### src/rtl/plsc_pkg.sv
// plsc_pkg: character classes, token type and keyword tables for the
// property line syntax checker; used by plsc_front, plsc_back and the top level
package plsc_pkg;

   localparam int ClassWidth = 5;
   typedef logic [ClassWidth-1:0] char_class_type;

   // character classes made by the front end
   localparam char_class_type CL_OTHER  = 5'd0;
   localparam char_class_type CL_EOL    = 5'd1;
   localparam char_class_type CL_NUL    = 5'd2;
   localparam char_class_type CL_BLANK  = 5'd3;
   localparam char_class_type CL_SPACE  = 5'd4;
   localparam char_class_type CL_DOT    = 5'd5;
   localparam char_class_type CL_LPAREN = 5'd6;
   localparam char_class_type CL_RPAREN = 5'd7;
   localparam char_class_type CL_EQ     = 5'd8;
   localparam char_class_type CL_SQUOTE = 5'd9;
   localparam char_class_type CL_DQUOTE = 5'd10;
   localparam char_class_type CL_D      = 5'd11;
   localparam char_class_type CL_T      = 5'd12;
   localparam char_class_type CL_X      = 5'd13;
   localparam char_class_type CL_S      = 5'd14;
   localparam char_class_type CL_I      = 5'd15;
   localparam char_class_type CL_COLON  = 5'd16;
   localparam char_class_type CL_N      = 5'd17;
   localparam char_class_type CL_L      = 5'd18;
   // never produced by the classifier
   localparam char_class_type CL_NONE   = 5'd31;

   localparam int KwPosWidth = 3;
   localparam logic [KwPosWidth-1:0] KW_XSI_LAST = 3'd6;

   typedef struct packed {
      char_class_type char_class;
      logic           last;
   } token_type;

   function automatic char_class_type classify(input logic [7:0] b);
      char_class_type c;
      unique case (b) inside
         8'h00: c = CL_NUL;
         8'h0A, 8'h0D: c = CL_EOL;
         [8'h01:8'h09], 8'h0B, 8'h0C, [8'h0E:8'h1F]: c = CL_BLANK;
         8'h20: c = CL_SPACE;
         8'h2E: c = CL_DOT;
         8'h28: c = CL_LPAREN;
         8'h29: c = CL_RPAREN;
         8'h3D: c = CL_EQ;
         8'h27: c = CL_SQUOTE;
         8'h22: c = CL_DQUOTE;
         8'h64: c = CL_D;
         8'h74: c = CL_T;
         8'h78: c = CL_X;
         8'h73: c = CL_S;
         8'h69: c = CL_I;
         8'h3A: c = CL_COLON;
         8'h6E: c = CL_N;
         8'h6C: c = CL_L;
         default: c = CL_OTHER;
      endcase
      return c;
   endfunction

   // expected class at each position of xsi:nil after the leading x
   function automatic char_class_type xsi_expect(input logic [KwPosWidth-1:0] pos);
      char_class_type c;
      unique case (pos)
         3'd1: c = CL_S;
         3'd2: c = CL_I;
         3'd3: c = CL_COLON;
         3'd4: c = CL_N;
         3'd5: c = CL_I;
         3'd6: c = CL_L;
         default: c = CL_NONE;
      endcase
      return c;
   endfunction

endpackage

### src/rtl/plsc_queue.sv
// plsc_queue: two-entry first-in first-out queue of a generic payload
// depends on nothing else
module plsc_queue #(
   parameter int Width = 1
) (
   input  logic             clock,
   input  logic             reset,
   input  logic             push,
   input  logic [Width-1:0] push_data,
   output logic             full,
   input  logic             pop,
   output logic [Width-1:0] pop_data,
   output logic             empty
);

   logic [1:0]       count_ff, count_in;
   logic [Width-1:0] slot0_ff, slot0_in;
   logic [Width-1:0] slot1_ff, slot1_in;
   logic             do_push, do_pop;

   assign full     = (count_ff == 2'd2);
   assign empty    = (count_ff == 2'd0);
   assign pop_data = slot0_ff;
   assign do_push  = push && !full;
   assign do_pop   = pop && !empty;

   always_comb begin
      count_in = count_ff;
      slot0_in = slot0_ff;
      slot1_in = slot1_ff;
      case ({do_push, do_pop})
         2'b10: begin
            if (count_ff == 2'd0) begin
               slot0_in = push_data;
            end else begin
               slot1_in = push_data;
            end
            count_in = count_ff + 2'd1;
         end
         2'b01: begin
            slot0_in = slot1_ff;
            count_in = count_ff - 2'd1;
         end
         2'b11: begin
            if (count_ff == 2'd1) begin
               slot0_in = push_data;
            end else begin
               slot0_in = slot1_ff;
               slot1_in = push_data;
            end
         end
         default: begin
         end
      endcase
   end

   always_ff @(posedge clock) begin
      if (reset) begin
         count_ff <= 2'd0;
      end else begin
         count_ff <= count_in;
      end
   end

   always_ff @(posedge clock) begin
      slot0_ff <= slot0_in;
      slot1_ff <= slot1_in;
   end

endmodule

### src/rtl/plsc_back.sv
// plsc_back: line grammar state machine over classified tokens, with the
// verdict queue on the result side; depends on plsc_pkg and plsc_queue
module plsc_back (
   input  logic                clock,
   input  logic                reset,
   input  logic                tok_valid,
   input  plsc_pkg::token_type tok,
   output logic                tok_pop,
   output logic                rsp_empty,
   input  logic                rsp_pop,
   output logic                rsp_text_valid
);
   import plsc_pkg::*;

   localparam logic [3:0] PH_NAME       = 4'd0;
   localparam logic [3:0] PH_ATTR       = 4'd1;
   localparam logic [3:0] PH_KW_DT      = 4'd2;
   localparam logic [3:0] PH_KW_XSI     = 4'd3;
   localparam logic [3:0] PH_DT_SEP     = 4'd4;
   localparam logic [3:0] PH_DT_WS      = 4'd5;
   localparam logic [3:0] PH_DT_VSTART  = 4'd6;
   localparam logic [3:0] PH_DT_UNQ     = 4'd7;
   localparam logic [3:0] PH_DT_QUOTE   = 4'd8;
   localparam logic [3:0] PH_CLOSE      = 4'd9;
   localparam logic [3:0] PH_XSI_SEP    = 4'd10;
   localparam logic [3:0] PH_XSI_WS     = 4'd11;
   localparam logic [3:0] PH_XSI_VSTART = 4'd12;
   localparam logic [3:0] PH_XSI_VAL    = 4'd13;
   localparam logic [3:0] PH_DONE       = 4'd14;
   localparam logic [3:0] PH_FAILED     = 4'd15;

   logic [3:0]            phase_ff, phase_in;
   logic [KwPosWidth-1:0] kw_pos_ff, kw_pos_in;
   logic                  dquote_ff, dquote_in;
   logic                  ended_ff, ended_in;
   logic                  out_full;
   logic                  verdict;
   logic                  blank;
   char_class_type        cls;

   function automatic logic [3:0] line_end(input logic [3:0] ph);
      return (ph == PH_NAME || ph == PH_DONE) ? PH_NAME : PH_FAILED;
   endfunction

   assign cls     = tok.char_class;
   assign blank   = (cls == CL_BLANK) || (cls == CL_SPACE);
   // a last token waits only for room in the verdict queue
   assign tok_pop = tok_valid && (!tok.last || !out_full);

   always_comb begin
      phase_in  = phase_ff;
      kw_pos_in = kw_pos_ff;
      dquote_in = dquote_ff;
      ended_in  = ended_ff;
      verdict   = 1'b0;
      if (tok_pop) begin
         if (!ended_ff) begin
            if (cls == CL_NUL) begin
               phase_in = line_end(phase_ff);
               ended_in = 1'b1;
            end else if (cls == CL_EOL) begin
               phase_in = line_end(phase_ff);
            end else begin
               unique case (phase_ff)
                  PH_NAME: begin
                     if (cls == CL_DOT) begin
                        phase_in = PH_FAILED;
                     end else if (cls == CL_LPAREN) begin
                        phase_in = PH_ATTR;
                     end
                  end
                  PH_ATTR: begin
                     if (cls == CL_D) begin
                        kw_pos_in = 3'd1;
                        phase_in  = PH_KW_DT;
                     end else if (cls == CL_X) begin
                        kw_pos_in = 3'd1;
                        phase_in  = PH_KW_XSI;
                     end else if (!blank) begin
                        phase_in = PH_FAILED;
                     end
                  end
                  PH_KW_DT: begin
                     kw_pos_in = 3'd0;
                     phase_in  = (cls == CL_T) ? PH_DT_SEP : PH_FAILED;
                  end
                  PH_KW_XSI: begin
                     if (cls != xsi_expect(kw_pos_ff)) begin
                        phase_in = PH_FAILED;
                     end else if (kw_pos_ff == KW_XSI_LAST) begin
                        kw_pos_in = 3'd0;
                        phase_in  = PH_XSI_SEP;
                     end else begin
                        kw_pos_in = kw_pos_ff + 3'd1;
                     end
                  end
                  PH_DT_SEP: begin
                     if (cls == CL_EQ) begin
                        phase_in = PH_DT_VSTART;
                     end else if (cls == CL_SPACE) begin
                        phase_in = PH_DT_WS;
                     end else begin
                        phase_in = PH_FAILED;
                     end
                  end
                  PH_XSI_SEP: begin
                     if (cls == CL_EQ) begin
                        phase_in = PH_XSI_VSTART;
                     end else if (cls == CL_SPACE) begin
                        phase_in = PH_XSI_WS;
                     end else begin
                        phase_in = PH_FAILED;
                     end
                  end
                  PH_DT_WS: begin
                     if (cls == CL_EQ) begin
                        phase_in = PH_DT_VSTART;
                     end else if (!blank) begin
                        phase_in = PH_FAILED;
                     end
                  end
                  PH_XSI_WS: begin
                     if (cls == CL_EQ) begin
                        phase_in = PH_XSI_VSTART;
                     end else if (!blank) begin
                        phase_in = PH_FAILED;
                     end
                  end
                  PH_DT_VSTART: begin
                     if (cls == CL_SQUOTE || cls == CL_DQUOTE) begin
                        dquote_in = (cls == CL_DQUOTE);
                        phase_in  = PH_DT_QUOTE;
                     end else if (cls == CL_RPAREN) begin
                        phase_in = PH_DONE;
                     end else if (cls == CL_EQ) begin
                        phase_in = PH_FAILED;
                     end else if (!blank) begin
                        phase_in = PH_DT_UNQ;
                     end
                  end
                  PH_DT_UNQ: begin
                     if (blank) begin
                        phase_in = PH_CLOSE;
                     end else if (cls == CL_RPAREN) begin
                        phase_in = PH_DONE;
                     end else if (cls == CL_EQ) begin
                        phase_in = PH_FAILED;
                     end
                  end
                  PH_DT_QUOTE: begin
                     if (cls == (dquote_ff ? CL_DQUOTE : CL_SQUOTE)) begin
                        phase_in = PH_CLOSE;
                     end
                  end
                  PH_CLOSE: begin
                     if (cls == CL_RPAREN) begin
                        phase_in = PH_DONE;
                     end else if (!blank) begin
                        phase_in = PH_FAILED;
                     end
                  end
                  PH_XSI_VSTART: begin
                     if (cls == CL_RPAREN) begin
                        phase_in = PH_DONE;
                     end else if (!blank) begin
                        phase_in = PH_XSI_VAL;
                     end
                  end
                  PH_XSI_VAL: begin
                     if (cls == CL_RPAREN) begin
                        phase_in = PH_DONE;
                     end else if (blank) begin
                        phase_in = PH_FAILED;
                     end
                  end
                  PH_DONE: begin
                  end
                  default: begin
                     phase_in = PH_FAILED;
                  end
               endcase
            end
         end
         if (tok.last) begin
            // closing the open line leaves the verdict set by name or done
            verdict   = (phase_in == PH_NAME) || (phase_in == PH_DONE);
            phase_in  = PH_NAME;
            kw_pos_in = 3'd0;
            dquote_in = 1'b0;
            ended_in  = 1'b0;
         end
      end
   end

   always_ff @(posedge clock) begin
      if (reset) begin
         phase_ff  <= PH_NAME;
         kw_pos_ff <= 3'd0;
         dquote_ff <= 1'b0;
         ended_ff  <= 1'b0;
      end else begin
         phase_ff  <= phase_in;
         kw_pos_ff <= kw_pos_in;
         dquote_ff <= dquote_in;
         ended_ff  <= ended_in;
      end
   end

   plsc_queue #(
      .Width(1)
   ) u_rsp_queue (
      .clock    (clock),
      .reset    (reset),
      .push     (tok_pop && tok.last),
      .push_data(verdict),
      .full     (out_full),
      .pop      (rsp_pop),
      .pop_data (rsp_text_valid),
      .empty    (rsp_empty)
   );

endmodule

### config.mk
export PLATFORM = sky130hd
export DESIGN_NAME = plsc_back
export DESIGN_NICKNAME = d
export VERILOG_FILES = /design/src/rtl/plsc_pkg.sv /design/src/rtl/plsc_queue.sv /design/src/rtl/plsc_back.sv
export SDC_FILE = /design/constraint.sdc
export NUM_CORES = 1
export LEC_CHECK = 0
export ABC_AREA = 0
export ABC_CLOCK_PERIOD_IN_PS = 8600
export BUFFER_PORTS_ARGS = -buffer_cell sky130_fd_sc_hd__buf_2
export CAP_MARGIN = 30
export CORE_MARGIN = 2
export CORE_UTILIZATION = 50
export CTS_CLUSTER_SIZE = 10
export DETAILED_ROUTE_END_ITERATION = 8
export PLACE_DENSITY = 0.7
export RECOVER_POWER = 100
export SKIP_CTS_REPAIR_TIMING = 1
export SLEW_MARGIN = 20
export SYNTH_ARGS = -nofsm -noshare
export SYNTH_HDL_FRONTEND = slang
export SYNTH_HIERARCHICAL = 1
export SYNTH_SLANG_ARGS = --single-unit
### constraint.sdc
create_clock -name clock -period 8.6 [get_ports clock]
set_clock_uncertainty 0.2 [all_clocks]
set_input_delay 1.72 -clock clock [delete_from_list [all_inputs] [get_ports clock]]
set_output_delay 1.72 -clock clock [all_outputs]
set_load 0.05 [all_outputs]
## Word level (Yosys, flattened, before mapping)

Cells that the tools add are included.

- Flip-flop bits (word level): 13
- Bits of input ports: 10
- Output and inout bits: 3
- Logic and storage cells: 153

- Add/subtract/negate cells: 3
- Equality and inequality tests: 49
- Muxes and demuxes: 68
- Reductions and logical operators: 26

Operators with widths:

| operator | count |
|---|---|
| 4-bit 2-to-1 mux | 31 |
| 4-bit case mux with 15 select lines | 1 |
| 4-bit == test, second input constant | 8 |
| 5-bit by 4-bit == test with 1-bit output, second input constant | 6 |
| 3-bit 2-to-1 mux | 10 |
| 5-bit 2-to-1 mux | 5 |
| 5-bit case mux with 5 select lines | 1 |
| 5-bit by 3-bit == test with 1-bit output, second input constant | 4 |
| 4-bit by 3-bit == test with 1-bit output, second input constant | 4 |
| 1-bit 2-to-1 mux | 15 |
| 5-bit by 2-bit == test with 1-bit output, second input constant | 2 |
| 2-bit != test, second input constant | 5 |
| 3-bit == test, second input constant | 3 |
| 3-bit case mux with 3 select lines | 1 |
| 4-bit by 2-bit == test with 1-bit output, second input constant | 2 |
| 4-bit zero test | 2 |
| 2-bit nonzero test | 4 |
| 7-bit AND reduction | 1 |
| 2-bit == test, second input constant | 3 |
| 3-bit by 2-bit == test with 1-bit output, second input constant | 2 |
| 6-bit AND reduction | 1 |
| 5-bit by 1-bit == test with 1-bit output, second input constant | 1 |
| 5-bit by 4-bit == test with 1-bit output | 1 |
| 1-bit logical OR | 5 |
| 22 further kinds | 28 |

## Logic depth before layout (Yosys ltp)

- Word-level depth: 21
- Gate-level depth with buffers: 10
- Gate-level depth less buffers: 10

## By module

Netlist, hierarchy kept.

Modules (own cells, without submodules):

| module | instances | cells each | area each (sq um) | seq. area each (sq um) |
|---|---|---|---|---|
| plsc_back | 1 | 204 | 1388.8 | 180.2 |
| plsc_queue | 1 | 35 | 327.8 | 100.1 |

## Least setup slack after synthesis

OpenSTA, ideal clock, no wires.

- Path kind: input port to output port
- From: in tok[0] (netlist name)
- To: out tok_pop
- Arrival time: 2.458 ns
- Required time: 6.680 ns
- Path slack: 4.222 ns
- Stages on the path: 4
- Buffers on the path: 1
- Path through: clkbuf_1 nand2_1 nand2_1 inv_1

- Cells in the longest elaborated chain, start to end: 3

RTL lines:

| element | line | text |
|---|---|---|
| start: declaration | plsc_back.sv:7 | `input plsc_pkg::token_type tok,` |
| 1-bit zero test | plsc_back.sv:48 | `assign tok_pop = tok_valid && (!tok.last \|\| !out_full);` |
| 1-bit logical OR | plsc_back.sv:48 |  |
| 1-bit logical AND | plsc_back.sv:48 |  |
| end: declaration | plsc_back.sv:8 | `output logic tok_pop,` |

Every way passes these cells.

## Worst setup path after layout

Same ends and word-level chain as after synthesis.

==> key figures <==
Timing
  – Fmax: 0.210 GHz
  – Max-slew violation count: 0
  – Final hold vios: 0
  – RSZ-0062 raised after global routing: false
  – Setup ws final: 3840 ps
  – Sum Neg Setup Slack: 0 ps
  – Slew @ Worst Pin: 806 ps
  – Post-route minimum period: 4760 ps
  – Final period utilization: 0.554
  – # setup viols final: 0
  – Slew HR: 0.462

Pwr
  – Total power per unit cell area: 137 nW/um^2
  – Cell-internal power: 0.000134 W
  – Net Sw Power: 0.000109 W
  – Sequential group share of total power: 0.331
  – Clock power frac: 0.152
  – Max VDD drop: 0.138 mV
  – Gate power share: 0.517
  – Switching share of power: 0.447
  – Static leakage: 0.630 nW

Detailed routing
  – Avg WL per Cell: 15.0 um
  – WL final: 4220 um
  – TritonRoute pass-1 iters: 6
  – Vias: 1828
  – Post-route DRC: 0
  – Via density per instance: 6.51
  – Remaining antenna violation count after routing: 0
  – Iteration-0 DRC Markers: 256

Logic synthesis
  – Mapped Nets: 256
  – Yosys top cell area share: 0.128
  – Yosys reg bits: 13
  – Async set or reset register ratio after synthesis: 0
  – Mapped Area: 1720 um^2
  – Syn Inst Count: 239
  – Synth Flop Type: dfxtp_1
  – Post-synth EDFFs: 2
  – Synth top area cells: dfxtp_1 (13%), nor2_1 (5.2%), ha_1 (5.1%)
  – Syn Area/Cell: 7.18 um^2
  – Register area share after synthesis: 0.163
  – Yosys Warn Count: 6
  – Synth unique cells: 64
  – Largest area contributor in the netlist: dfxtp_1

Floorplanning
  – Die footprint: 3920 um^2
  – Initial core utilization: 0.519
  – Die extent in y: 62.6 um
  – Row count: 21
  – Ports: 13
  – Core area: 3310 um^2
  – Die W: 62.6 um

Place
  – Placed insts: 277
  – Place WS: 3970 ps
  – Placer Congestion: 0.936
  – DP HPWL: 2990 um
  – Port Buffers: 12

Setup path
  – CP Capture Type: output pin
  – Critical Path Start: tok[0]
  – Setup CP Type: input pin to output pin
  – CP Max Fanout: 10
  – CP arrival: 2840 ps
  – Critical Path Source Type: input pin
  – Reg2reg start: phase_ff[1]
  – Worst Path Required: 6680 ps

Cells and area
  – Diodes inserted: 0
  – Most common cell after layout, fill and taps aside: nor2_1
  – Finished Layout Cells: 281
  – Area growth syn-to-layout: 2.99%
  – Net count, final: 253
  – Commonest non-fill, non-tap cells in the layout: nor2_1 (24), nand2_1 (16), a21oi_1 (16)
  – Layout cell share with drive strength beyond 1: 0.119

Clocking
  – CTS tree: done
  – Sink Count: 13
  – Htree depth: 1
  – Clock-pin slew on the worst setup and hold paths: 70 ps
  – CTS Buf Count: 3
  – CTS root buffer: clkbuf_4
  – CTS Buffer Depth: 2
  – Skew-Pair Late Insertion Delay: 270 ps

Flow run
  – Max-cap violation count: 0

Global routing
  – Grt ovf: 0
  – Initial antenna violation count: 0
  – Vias in the first global route: 1524
  – Largest net degree at the start of global routing: 26
  – First-pass GRT wire length: 7180 um
  – Total GRT Usage: 0.220

Min path
  – Hold path start: u_rsp_queue/count_ff[0]
  – Tightest Hold Check Type: register to register

Run status
  – Outcome: completed
stage by stage:
| stage | power (W) | instance area (um^2) | util | hold WS, ps |
|---|---|---|---|---|
| global route | 0.000263 | 1770 | 0.534 | 328 |
| detailed placement | 0.000208 | 1750 | 0.529 | 290 |
| global placement | 0.000208 | 1750 | 0.529 | 293 |
| CTS | 0.000246 | 1780 | 0.537 | 304 |
| floorplan | 0.000185 | 1720 | - | 269 |
| finish | 0.000243 | 1770 | 0.534 | 305 |
worst paths after layout:
kind | endpoint | cells past startpoint | slack, ps
setup / recovery | tok_pop | 5 | 3840
hold / removal | u_rsp_queue/count_ff[0] | 2 | 310
setup reg to reg | u_rsp_queue/pop_data | 9 | 5230
hold reg to reg | u_rsp_queue/count_ff[0] | 2 | 310
per-layer routing:
metal / up-vias / global-route usage / share of wire
met5: - / 0 / 0
met1: 837 / 0.341 / 0.48
met2: 87 / 0.306 / 0.43
li1: 887 / - / -
met3: 17 / 0.0288 / 0.066
met4: 0 / 0.0778 / 0.025
sequential cells by signal, indices dropped and copies added (netlist names):
signal and cells:
u_rsp_queue/slot1_ff 1, kw_pos_ff 3, ended_ff 1, u_rsp_queue/count_ff 2, phase_ff 4, dquote_ff 1, u_rsp_queue/pop_data 1
power by group through the flow:
| stage | sequential [W] | combinational [W] | clock, W |
|---|---|---|---|
| finish | 0.0000803 | 0.000126 | 0.0000369 |
| global route | 0.0000818 | 0.000138 | 0.0000425 |
| CTS | 0.0000800 | 0.000128 | 0.0000385 |
| detailed placement | 0.0000813 | 0.000127 | 0 |
| global placement | 0.0000812 | 0.000127 | 0 |
| floorplan | 0.0000821 | 0.000103 | 0 |
worst max-delay path: stages:
cell and delay, ps:
clkbuf_1 200, nand2_1 130, nand2_1 140, inv_1 170, clkbuf_1 480
cells in the mapped netlist (2+ instances only):
cell type  count
o21a_1         4
a211oi_1       6
nor3_1         6
mux2i_1        4
buf_2          2
and3_1         3
a311oi_1       2
a22oi_1        3
nor2b_1        4
nand3_1        5
or3b_2         3
nand3b_1       3
a2111oi_0      3
nor3b_1        4
o211ai_1       2
nand2_1       16
or3_1          6
edfxtp_1       2
nand4_1        3
nor2_1        24
or2_2          6
a31oi_1        6
o21ai_0       14
clkbuf_1      16
a211oi_2       2
nand2b_1       7
dfxtp_1       11
a21oi_1       16
or4b_2         2
xor2_1         2
and3b_1        3
inv_1          8
ha_1           7
nor4_1         3
xnor2_1        2
kinds of logic (layout without fill, tap and decap cells):
group	Yosys count	after routing	synth area share
DFF	13	13	0.163
muxes	5	5	0.0364
AOI/OAI and AO/OA	74	74	0.301
and+or+nand+nor	107	107	0.361
adders and majority gates	7	7	0.0510
buffers and inverters	29	25	0.0671
xor gates and xnor gates	4	4	0.0204
cell type report:
| class | instances | area (um^2) |
|---|---|---|
| timing repair buffer | 12 | 53.8 |
| multi-input combinational | 197 | 1320 |
| inverter | 9 | 33.8 |
| fill | 351 | 1540 |
| sequential | 13 | 280 |
| clock buffer | 4 | 26.3 |
| tap | 46 | 57.6 |
No activity file was read; power rests on OpenSTA's default activity.
